### config.mk
export PLATFORM = sky130hd
export DESIGN_NAME = pga_ctrl
export DESIGN_NICKNAME = d
export VERILOG_FILES = /design/src/design/pga_pkg.sv /design/src/design/pga_ctrl.sv
export SDC_FILE = /design/constraint.sdc
export NUM_CORES = 1
export LEC_CHECK = 0
export BUFFER_PORTS_ARGS = -buffer_cell sky130_fd_sc_hd__buf_2
export CORE_MARGIN = 3
export CORE_UTILIZATION = 48
export DETAILED_ROUTE_END_ITERATION = 12
export PLACE_DENSITY = 0.78
export SYNTH_ARGS = -nofsm -noshare
export SYNTH_HDL_FRONTEND = slang
export SYNTH_SLANG_ARGS = --single-unit
### constraint.sdc
create_clock -name clk -period 1.7 [get_ports clk]
set_input_delay 0.425 -clock clk [delete_from_list [all_inputs] [get_ports clk]]
set_output_delay 0.425 -clock clk [all_outputs]
set_load 0.005 [all_outputs]
### src/design/pga_pkg.sv
`default_nettype none
package pga_pkg;

  localparam int GRID_X_DEF = 256;
  localparam int GRID_Y_DEF = 256;
  localparam int ACC_W      = 48;
  localparam int CFG_IDX_W  = 3;
  localparam int CFG_DATA_W = 64;

  localparam logic [CFG_IDX_W-1:0] CFG_N_WINDOW    = 3'd0;
  localparam logic [CFG_IDX_W-1:0] CFG_M_WINDOW    = 3'd1;
  localparam logic [CFG_IDX_W-1:0] CFG_BIN_SCALE_X = 3'd2;
  localparam logic [CFG_IDX_W-1:0] CFG_BIN_SCALE_Y = 3'd3;
  localparam logic [CFG_IDX_W-1:0] CFG_FLUX_SCALE  = 3'd4;
  localparam logic [CFG_IDX_W-1:0] CFG_DEPTH_SCALE = 3'd5;
  localparam logic [CFG_IDX_W-1:0] CFG_NUCLEUS     = 3'd6;

  localparam logic [31:0] SCALE_ONE = 32'h0001_0000;

  typedef enum logic [2:0] {
    MUL_BINX,
    MUL_BINY,
    MUL_RSQ,
    MUL_FSW,
    MUL_DSW,
    MUL_PP
  } mul_sel_t;

  typedef struct packed {
    logic       in_rdy;
    logic       clr_en;
    mul_sel_t   mul_sel;
    logic [1:0] pp_step;
    logic       ld_ix;
    logic       ld_iy;
    logic       ld_r2;
    logic       ld_cell;
    logic       ld_sw;
    logic       acc_en;
    logic [1:0] acc_step;
    logic       ld_term;
    logic       term_sel;
    logic       wr_en;
    logic       ld_out;
  } cmd_t;

  typedef struct packed {
    logic in_acc;
    logic is_read;
    logic chk_ok;
    logic clr_last;
    logic out_free;
  } sts_t;

  // floor of the Q64.64 product to Q32.16, saturated
  function automatic logic [ACC_W-1:0] sat_q(input logic [127:0] p);
    logic [ACC_W-1:0] r;
    if (p[127:96] != 32'd0) begin
      r = {ACC_W{1'b1}};
    end else begin
      r = p[95:48];
    end
    return r;
  endfunction

  function automatic logic [ACC_W-1:0] sat_add(input logic [ACC_W-1:0] a,
                                               input logic [ACC_W-1:0] b);
    logic [ACC_W:0] s;
    logic [ACC_W-1:0] r;
    s = {1'b0, a} + {1'b0, b};
    if (s[ACC_W]) begin
      r = {ACC_W{1'b1}};
    end else begin
      r = s[ACC_W-1:0];
    end
    return r;
  endfunction

endpackage
`default_nettype wire

### src/design/pga_ctrl.sv
`default_nettype none
module pga_ctrl (
  input  wire logic      clk,
  input  wire logic      rst_n,
  input  pga_pkg::sts_t  sts,
  output pga_pkg::cmd_t  cmd
);

  typedef enum logic [3:0] {
    S_CLEAR,
    S_IDLE,
    S_BINX,
    S_BINY,
    S_RSQ,
    S_CHK,
    S_SW,
    S_SWLD,
    S_PP,
    S_PPA,
    S_TERM,
    S_WR,
    S_RDCHK,
    S_RDW,
    S_OUT
  } state_t;

  state_t     state_r, state_nxt;
  logic [1:0] cnt_r, cnt_nxt;
  logic       pass_r, pass_nxt;

  always_ff @(posedge clk) begin
    if (!rst_n) begin
      state_r <= S_CLEAR;
      cnt_r   <= 2'd0;
      pass_r  <= 1'b0;
    end else begin
      state_r <= state_nxt;
      cnt_r   <= cnt_nxt;
      pass_r  <= pass_nxt;
    end
  end

  always_comb begin
    state_nxt = state_r;
    cnt_nxt   = cnt_r;
    pass_nxt  = pass_r;
    cmd       = '0;
    cmd.mul_sel = pga_pkg::MUL_BINX;
    unique case (state_r)
      S_CLEAR: begin
        cmd.clr_en = 1'b1;
        if (sts.clr_last) state_nxt = S_IDLE;
      end
      S_IDLE: begin
        cmd.in_rdy = 1'b1;
        if (sts.in_acc) state_nxt = S_BINX;
      end
      S_BINX: begin
        if (sts.is_read) begin
          state_nxt = S_RDCHK;
        end else begin
          state_nxt = S_BINY;
        end
      end
      S_BINY: begin
        cmd.mul_sel = pga_pkg::MUL_BINY;
        cmd.ld_ix   = 1'b1;
        state_nxt   = S_RSQ;
      end
      S_RSQ: begin
        cmd.mul_sel = pga_pkg::MUL_RSQ;
        cmd.ld_iy   = 1'b1;
        state_nxt   = S_CHK;
      end
      S_CHK: begin
        cmd.ld_r2   = 1'b1;
        cmd.ld_cell = 1'b1;
        pass_nxt    = 1'b0;
        state_nxt   = sts.chk_ok ? S_SW : S_OUT;
      end
      S_SW: begin
        cmd.mul_sel = pass_r ? pga_pkg::MUL_DSW : pga_pkg::MUL_FSW;
        state_nxt   = S_SWLD;
      end
      S_SWLD: begin
        cmd.ld_sw = 1'b1;
        cnt_nxt   = 2'd0;
        state_nxt = S_PP;
      end
      S_PP: begin
        // multiply one partial product, accumulate the previous one
        cmd.mul_sel  = pga_pkg::MUL_PP;
        cmd.pp_step  = cnt_r;
        cmd.acc_en   = (cnt_r != 2'd0);
        cmd.acc_step = cnt_r - 2'd1;
        cnt_nxt      = cnt_r + 2'd1;
        if (cnt_r == 2'd3) state_nxt = S_PPA;
      end
      S_PPA: begin
        cmd.acc_en   = 1'b1;
        cmd.acc_step = 2'd3;
        state_nxt    = S_TERM;
      end
      S_TERM: begin
        cmd.ld_term  = 1'b1;
        cmd.term_sel = pass_r;
        pass_nxt     = 1'b1;
        state_nxt    = pass_r ? S_WR : S_SW;
      end
      S_WR: begin
        cmd.wr_en = 1'b1;
        state_nxt = S_OUT;
      end
      S_RDCHK: begin
        cmd.ld_cell = 1'b1;
        state_nxt   = S_RDW;
      end
      S_RDW: begin
        state_nxt = S_OUT;
      end
      S_OUT: begin
        if (sts.out_free) begin
          cmd.ld_out = 1'b1;
          state_nxt  = S_IDLE;
        end
      end
      default: state_nxt = S_IDLE;
    endcase
  end

endmodule
`default_nettype wire

==> results of run 1 <==
[metal layers]
layer | GRT usage (%) | routed length (um) | vias to the layer above | part of all wire, %
li1 | - | - | 444 | -
met1 | 29.3 | 918 | 404 | 38
met2 | 38.7 | 1230 | 59 | 50
met3 | 6.91 | 222 | 9 | 9.1
met4 | 7.23 | 65 | 0 | 2.7
met5 | 0 | 0 | - | 0
[area by class of cell]
class	instances	area [sq um]	share of cell area (%)
multi-input cells	83	552	53.5
repair buffers	41	253	24.5
flip-flops and latches	7	156	15.2
clock buffers	4	26.3	2.55
inverters	7	26.3	2.55
well taps	15	18.8	1.82
[per-stage QoR]
stage               instances  hold slack [ps]  power, uW  instance area, sq um
global route              157              462        453                  1030
global placement          148              458        257                   868
detailed placement        148              471        259                   868
finish                    157              452        436                  1030
CTS                       153              450        423                   928
floorplan                 106              446        228                   714
[timing repair]
item	in CTS	in global routing
pin swaps	0	4
gates resized for setup	10	18
hold buffers	0	0
buffers inserted	1	4
setup endpoints to repair	16	12
[cells in the mapped netlist (all sizes together)]
| master | count | area share [%] |
|---|---|---|
| nor2 | 12 | 6.3 |
| a21oi | 10 | 7.0 |
| nor4bb | 1 | 1.4 |
| a211oi | 4 | 4.2 |
| dfxtp | 7 | 20 |
| o21ai | 11 | 7.7 |
| ha | 2 | 3.5 |
| o211ai | 2 | 2.1 |
| nor3 | 8 | 6.3 |
| a31oi | 1 | 0.88 |
| or3 | 1 | 0.88 |
| a2111oi | 1 | 2.1 |
| o21a | 1 | 1.1 |
| xor2 | 1 | 1.2 |
| a21o | 2 | 2.1 |
| nor4 | 1 | 0.88 |
| nand3 | 2 | 1.4 |
| and3 | 5 | 4.4 |
| a311o | 1 | 1.4 |
| nand2b | 4 | 3.5 |
| inv | 7 | 3.7 |
| buf | 9 | 10 |
| nand2 | 10 | 5.3 |
| and2 | 1 | 0.88 |
| nor2b | 2 | 2.1 |
[cells by family (layout without fill, tap and decap cells)]
logic type / Yosys count / after routing / synth area share [%]
adders and majority gates: 2 / 2 / 3.50
and+or+nand+nor: 47 / 47 / 33.3
DFF: 7 / 7 / 19.6
buffers and inverters: 16 / 52 / 13.8
xor gates and xnor gates: 1 / 1 / 1.23
AOI/OAI and AO/OA: 33 / 33 / 28.5
[worst max path at each step]
stage                                        from                 endpoint  slack [ps]
after floorplan           state_r[1]$_SDFFE_PN0P_                  cmd[14]         200
after global placement    state_r[1]$_SDFFE_PN0P_                  cmd[16]         150
after detailed placement    cnt_r[0]$_SDFFE_PN0P_  state_r[3]$_SDFFE_PN0P_         170
after CTS                 state_r[2]$_SDFFE_PN0P_                  cmd[14]           3
after global routing      state_r[0]$_SDFFE_PN0P_                  cmd[12]         -70
final                     state_r[0]$_SDFFE_PN0P_                  cmd[12]         -20
[state kept, by name, indices dropped and copies added, names as in the netlist]
register and count:
cnt_r 2, state_r 4, pass_r 1
[worst register-to-register path, stage by stage (launching register included)]
cell and delay, ps:
dfxtp_2 340, ha_1 230, a2111oi_2 390, nor3_1 140
and3_1 210, o21a_1 160
[power groups by stage]
stage	Clock (uW)	Combinational, uW	Sequential (uW)
2_1_floorplan	0	55.4	172
3_3_place_gp	0	76.7	180
3_5_place_dp	0	78.2	180
4_1_cts	166	79.8	178
5_1_grt	175	105	173
6_report	168	95.2	172
[placed cells by master (no fill, tap or decap), types with 2 or more instances in the layout]
| master | Yosys | final |
|---|---|---|
| nand2b_4 | 0 | 2 |
| o21ai_1 | 1 | 2 |
| o21ai_0 | 10 | 9 |
| o211ai_1 | 2 | 2 |
| inv_1 | 7 | 7 |
| a211oi_1 | 4 | 3 |
| nand3_1 | 2 | 2 |
| a21oi_1 | 10 | 7 |
| nor3_1 | 7 | 6 |
| buf_4 | 1 | 14 |
| nor2_1 | 12 | 10 |
| buf_6 | 4 | 2 |
| nand2b_1 | 4 | 2 |
| dfxtp_4 | 0 | 4 |
| nand2_2 | 0 | 2 |
| dfxtp_1 | 7 | 2 |
| nor2b_4 | 0 | 2 |
| nor3_2 | 1 | 2 |
| clkbuf_4 | 0 | 3 |
| buf_2 | 4 | 25 |
| a21o_1 | 2 | 2 |
| and3_1 | 5 | 5 |
| nand2_1 | 10 | 8 |
| a21oi_2 | 0 | 3 |
==> metrics.md, run 1 <==
| Metric | Value |
|---|---|
| DR pass1 iterations | 5 |
| CTS buffer count | 3 |
| Antenna Violating Nets Remaining | 0 |
| Slew headroom | 74.5% |
| Worst Hold End | state_r[3]$_SDFFE_PN0P_ |
| CP max stage cell | dfxtp_4 |
| Sink Count | 7 |
| CTS root buf | clkbuf_4 |
| Reg clk slew, reported paths | 60 ps |
| Sequential-to-total area share from yosys stat | 19.6% |
| I/O Pins | 26 |
| MaxCap Viol Count | 0 |
| Clock share of power | 38.6% |
| Antenna violations before repair | 0 |
| Sw Share | 31.6% |
| Distinct cells, synth | 30 |
| Critical path endpoint category | primary output |
| I/O Buffers | 25 |
| Pwr Density | 422 nW/um^2 |
| Routability congestion estimate | 0.939 |
| Yosys reg bits | 7 |
| Critical Path RT | 1270 ps |
| Total Routing Usage GR | 23.6% |
| Fill cell count | 110 |
| R2r worst-path depth | 5 |
| Period utilization | 101% |
| Vias in the first global route | 774 |
| Pin slew with the least headroom to its limit | 380 ps |
| GRT overflow | 0 |
| Internal power | 298 uW |
| Worst hold path class | in -> reg |
| Setup ws final | -19.6 ps |
| Worst VDD drop | 0.392 mV |
| Die Span X | 44.6 um |
| Antenna cells | 0 |
| Drt initial violations | 21 |
| Final core utilization | 76.5% |
| Worst Clk Skew | 12.2 ps |
| Post-Route WL | 2.43 mm |
| Crit path time final | 1720 ps |
| Via count | 916 |
| Pins over their slew limit | 0 |
| Hpwl dp | 1.51 mm |
| Clk_lat worst skew | 270 ps |
| Critical path buffers and inverters | 2 |
| Arr. time, crit path | 1290 ps |
| Crit path depth | 5 |
| RSZ-0062 raised after global routing | true |
| Hold wc startpoint | rst_n |
| DP Worst Slack | 168 ps |
| CP max FO | 9 |
| Yosys warnings | 0 |
| # setup viols final | 1 |
| Critical Path, Cell by Cell | buf_4 > nor2_2 > nand2_1 > nor2_1 > buf_2 |
| Final nets | 152 |
| Final hold violations | 0 |
| Synthesized cell area | 714 sq um |
| R2R setup slack | 130 ps |
| Number of remaining DRC errors | 0 |
| P_leak | 0.000486 uW |
| Critical path class | reg -> out |
| Area growth syn-to-layout | 44.5% |
| Combinational power share | 21.9% |
| Syn_nets | 115 |
| Post-route setup TNS | -19.6 ps |
| R2r endpoint | state_r[3]$_SDFFE_PN0P_ |
| Chip height | 44.6 um |
| H-tree levels | 1 |
| CTS tree | done |
| Failing checks | setup timing |
| First-pass GRT wire length | 3.48 mm |
| Reg-to-reg startpoint | cnt_r[0]$_SDFFE_PN0P_ |
| CP startpoint kind | flop |
| Psw | 138 uW |
| Core area | 1350 sq um |
| Share of cells above drive strength 1 | 45.8% |
| Status | finished, violations left |
| Site row count | 13 |
| Sequential power share | 39.6% |
| CP top delay family | flip-flops |
| Die area | 1990 sq um |
| Initial core utilization | 52.9% |
| Max Buffers Root-to-Sink | 2 |
| WL/cell | 15.5 um |
| Slowest stage delay, CP | 380 ps |
| Post-Synthesis Cells | 106 |
| Pin count of the biggest net entering global routing | 16 |
| Via-to-Cell Ratio | 5.83 |
| Maximum clock frequency | 582 MHz |
| Average size of a mapped cell | 6.74 sq um |
| Hold path depth | 2 |
No activity file was read; power rests on OpenSTA's default activity.
==> run 2: changes to the inputs <==
--- a/config.mk
+++ b/config.mk
@@ -7,9 +7,10 @@
 export LEC_CHECK = 0
 export BUFFER_PORTS_ARGS = -buffer_cell sky130_fd_sc_hd__buf_2
 export CORE_MARGIN = 3
-export CORE_UTILIZATION = 48
+export CORE_UTILIZATION = 50
+export CTS_BUF_LIST = sky130_fd_sc_hd__clkbuf_8
 export DETAILED_ROUTE_END_ITERATION = 12
-export PLACE_DENSITY = 0.78
+export PLACE_DENSITY = 0.81
 export SYNTH_ARGS = -nofsm -noshare
 export SYNTH_HDL_FRONTEND = slang
 export SYNTH_SLANG_ARGS = --single-unit
==> run 2 against run 1 <==
  * First-iteration DRC count increased by 120%
  * Via count increased by 2.6%
  * Sequential share of layout area about the same
  * Sequential cell count unchanged
  * Clock skew decreased by 12 ps
  * Die area decreased by 3.5%
  * The flow still finishes with violations (setup timing)
  * Critical path depth unchanged
  * Critical endpoint is now cmd[8]
  * Critical path type unchanged
  * Cell count unchanged
  * Maximum frequency increased by 0.62%
  * Non-clock buffer count unchanged
  * Core utilization increased by 0.56 points
  * Routed wire length decreased by 3.7%
==> metrics.md, run 2 (synthesis results as in run 1) <==
| Metric | Value |
|---|---|
| Sink Count | 7 |
| Routability congestion estimate | 0.881 |
| Critical Path, Cell by Cell | buf_6 > buf_4 > xor2_1 > and3_1 > buf_2 |
| Pin count of the biggest net entering global routing | 19 |
| I/O Buffers | 25 |
| Cells after DPL | 146 |
| DR pass1 iterations | 4 |
| Final instance area | 1010 sq um |
| Post-Route WL | 2.34 mm |
| Max Buffers Root-to-Sink | 2 |
| Worst hold path class | in -> reg |
| Max reg flops | 4 |
| Antenna cells | 0 |
| Via count | 940 |
| GRT overflow | 0 |
| CP top delay family | flip-flops |
| Failing checks | setup timing |
| Core area | 1320 sq um |
| Die Span X | 43.8 um |
| Arr. time, crit path | 1280 ps |
| WL/cell | 14.9 um |
| Setup ws final | -8.98 ps |
| Top Registers | state_r: 4 flops, cnt_r: 2 flops, pass_r: 1 flops |
| Final nets | 152 |
| I/O Pins | 26 |
| Site row count | 13 |
| Maximum clock frequency | 585 MHz |
| Most common cell after layout, fill and taps aside | buf_2 |
| Chip height | 43.8 um |
| RSZ-0062 raised after global routing | true |
| Number of remaining DRC errors | 0 |
| Share of cells above drive strength 1 | 42.3% |
| H-tree levels | 1 |
| Fin cells | 157 |
| First-pass GRT wire length | 3.51 mm |
| MaxCap Viol Count | 0 |
| Initial core utilization | 54.2% |
| DP Worst Slack | 121 ps |
| Critical path buffers and inverters | 3 |
| Critical path class | reg -> out |
| Status | finished, violations left |
| Pins over their slew limit | 0 |
| Drt initial violations | 46 |
| CTS tree | done |
| Worst VDD drop | 0.351 mV |
| Clk_lat worst skew | 230 ps |
| Final hold violations | 0 |
| Antenna Violating Nets Remaining | 0 |
| Critical Path RT | 1270 ps |
| # setup viols final | 1 |
| Worst Clk Skew | 0.385 ps |
| Commonest cells after routing, fill and taps aside | 25 x buf_2, 14 x buf_4, 11 x nor2_1 |
| Slew headroom | 71.6% |
| CTS buffer count | 3 |
| Critical path endpoint category | primary output |
| Area growth syn-to-layout | 42.0% |
| Pwr Density | 501 nW/um^2 |
| Period utilization | 101% |
| Die area | 1920 sq um |
| Crit path time final | 1710 ps |
| Antenna violations before repair | 0 |
| Reg clk slew, reported paths | 40 ps |
| Vias in the first global route | 768 |
| Placed cell areas | 853 sq um |
| Hpwl dp | 1.48 mm |
| Most flop-heavy register | state_r |
| CP max FO | 5 |
| CTS root buf | clkbuf_8 |
| Slowest stage delay, CP | 360 ps |
| P_leak | 0.000498 uW |
| CP startpoint kind | flop |
| CP max stage cell | dfxtp_4 |
| Total Routing Usage GR | 23.8% |
| Via-to-Cell Ratio | 5.99 |
| Pin slew with the least headroom to its limit | 423 ps |
## run 2: cell types whose count changed in the layout (fill, tap and decap cells not counted), moves of 2 or more
| cell | change |
|---|---|
| a21oi_2 | -3 |
| nand2b_4 | -2 |
| a21oi_1 | +3 |
| clkbuf_8 | +3 |
| clkbuf_4 | -3 |
## run 2: worst paths after layout
check / cells past startpoint / slack (ps) / to / startpoint
max: 5 / -9 / cmd[8] / state_r[3]$_SDFFE_PN0P_
max reg2reg: 6 / 130 / state_r[3]$_SDFFE_PN0P_ / state_r[1]$_SDFFE_PN0P_
min reg2reg: 2 / 510 / cnt_r[1]$_SDFFE_PN0P_ / cnt_r[1]$_SDFFE_PN0P_
min: 2 / 480 / state_r[3]$_SDFFE_PN0P_ / rst_n
## run 2: cell type report
class / count / area, sq um
clock buffer: 3 / 41.3
clock inverter: 1 / 3.75
fill: 86 / 303
inverter: 7 / 26.3
multi-input combinational: 83 / 518
sequential: 7 / 154
tap: 15 / 18.8
timing repair buffer: 41 / 253
## run 2: report_power, final
group	internal, uW	switching, uW
Combinational	40.7	51.2
Clock	157	86.8
Sequential	164	7.66
Total	362	146
## run 2: per-layer routing
layer / vias to the layer above / GRT usage [%] / wire, um
li1: 443 / - / -
met1: 421 / 33.8 / 938
met2: 67 / 35.2 / 1110
met3: 9 / 4.15 / 234
met4: 0 / 9.04 / 58
met5: - / 0 / 0
## run 2: worst reg2reg max path, stage by stage, from the launching register on
cell and delay [ps]:
dfxtp_1 340, buf_6 150, buf_4 170, and3_1 150, nor3_1 390, and3_1 220, o21a_1 100
## run 2: repair_timing
item,4_1_cts,5_1_grt
endpoints found under the setup margin,9,11
pin swaps,0,4
hold buffers,0,0
setup buffers,0,7
resized for setup,4,18
## run 2: stage by stage
step                util (%)  hold WS (ps)  setup TNS [ps]  power [uW]
global placement        64.8           493               0         259
CTS                     68.7           492           -53.0         495
finish                  77.0           477           -8.98         508
global route            77.0           506            -225         529
detailed placement      64.8           486               0         261
floorplan                  -           446               0         228
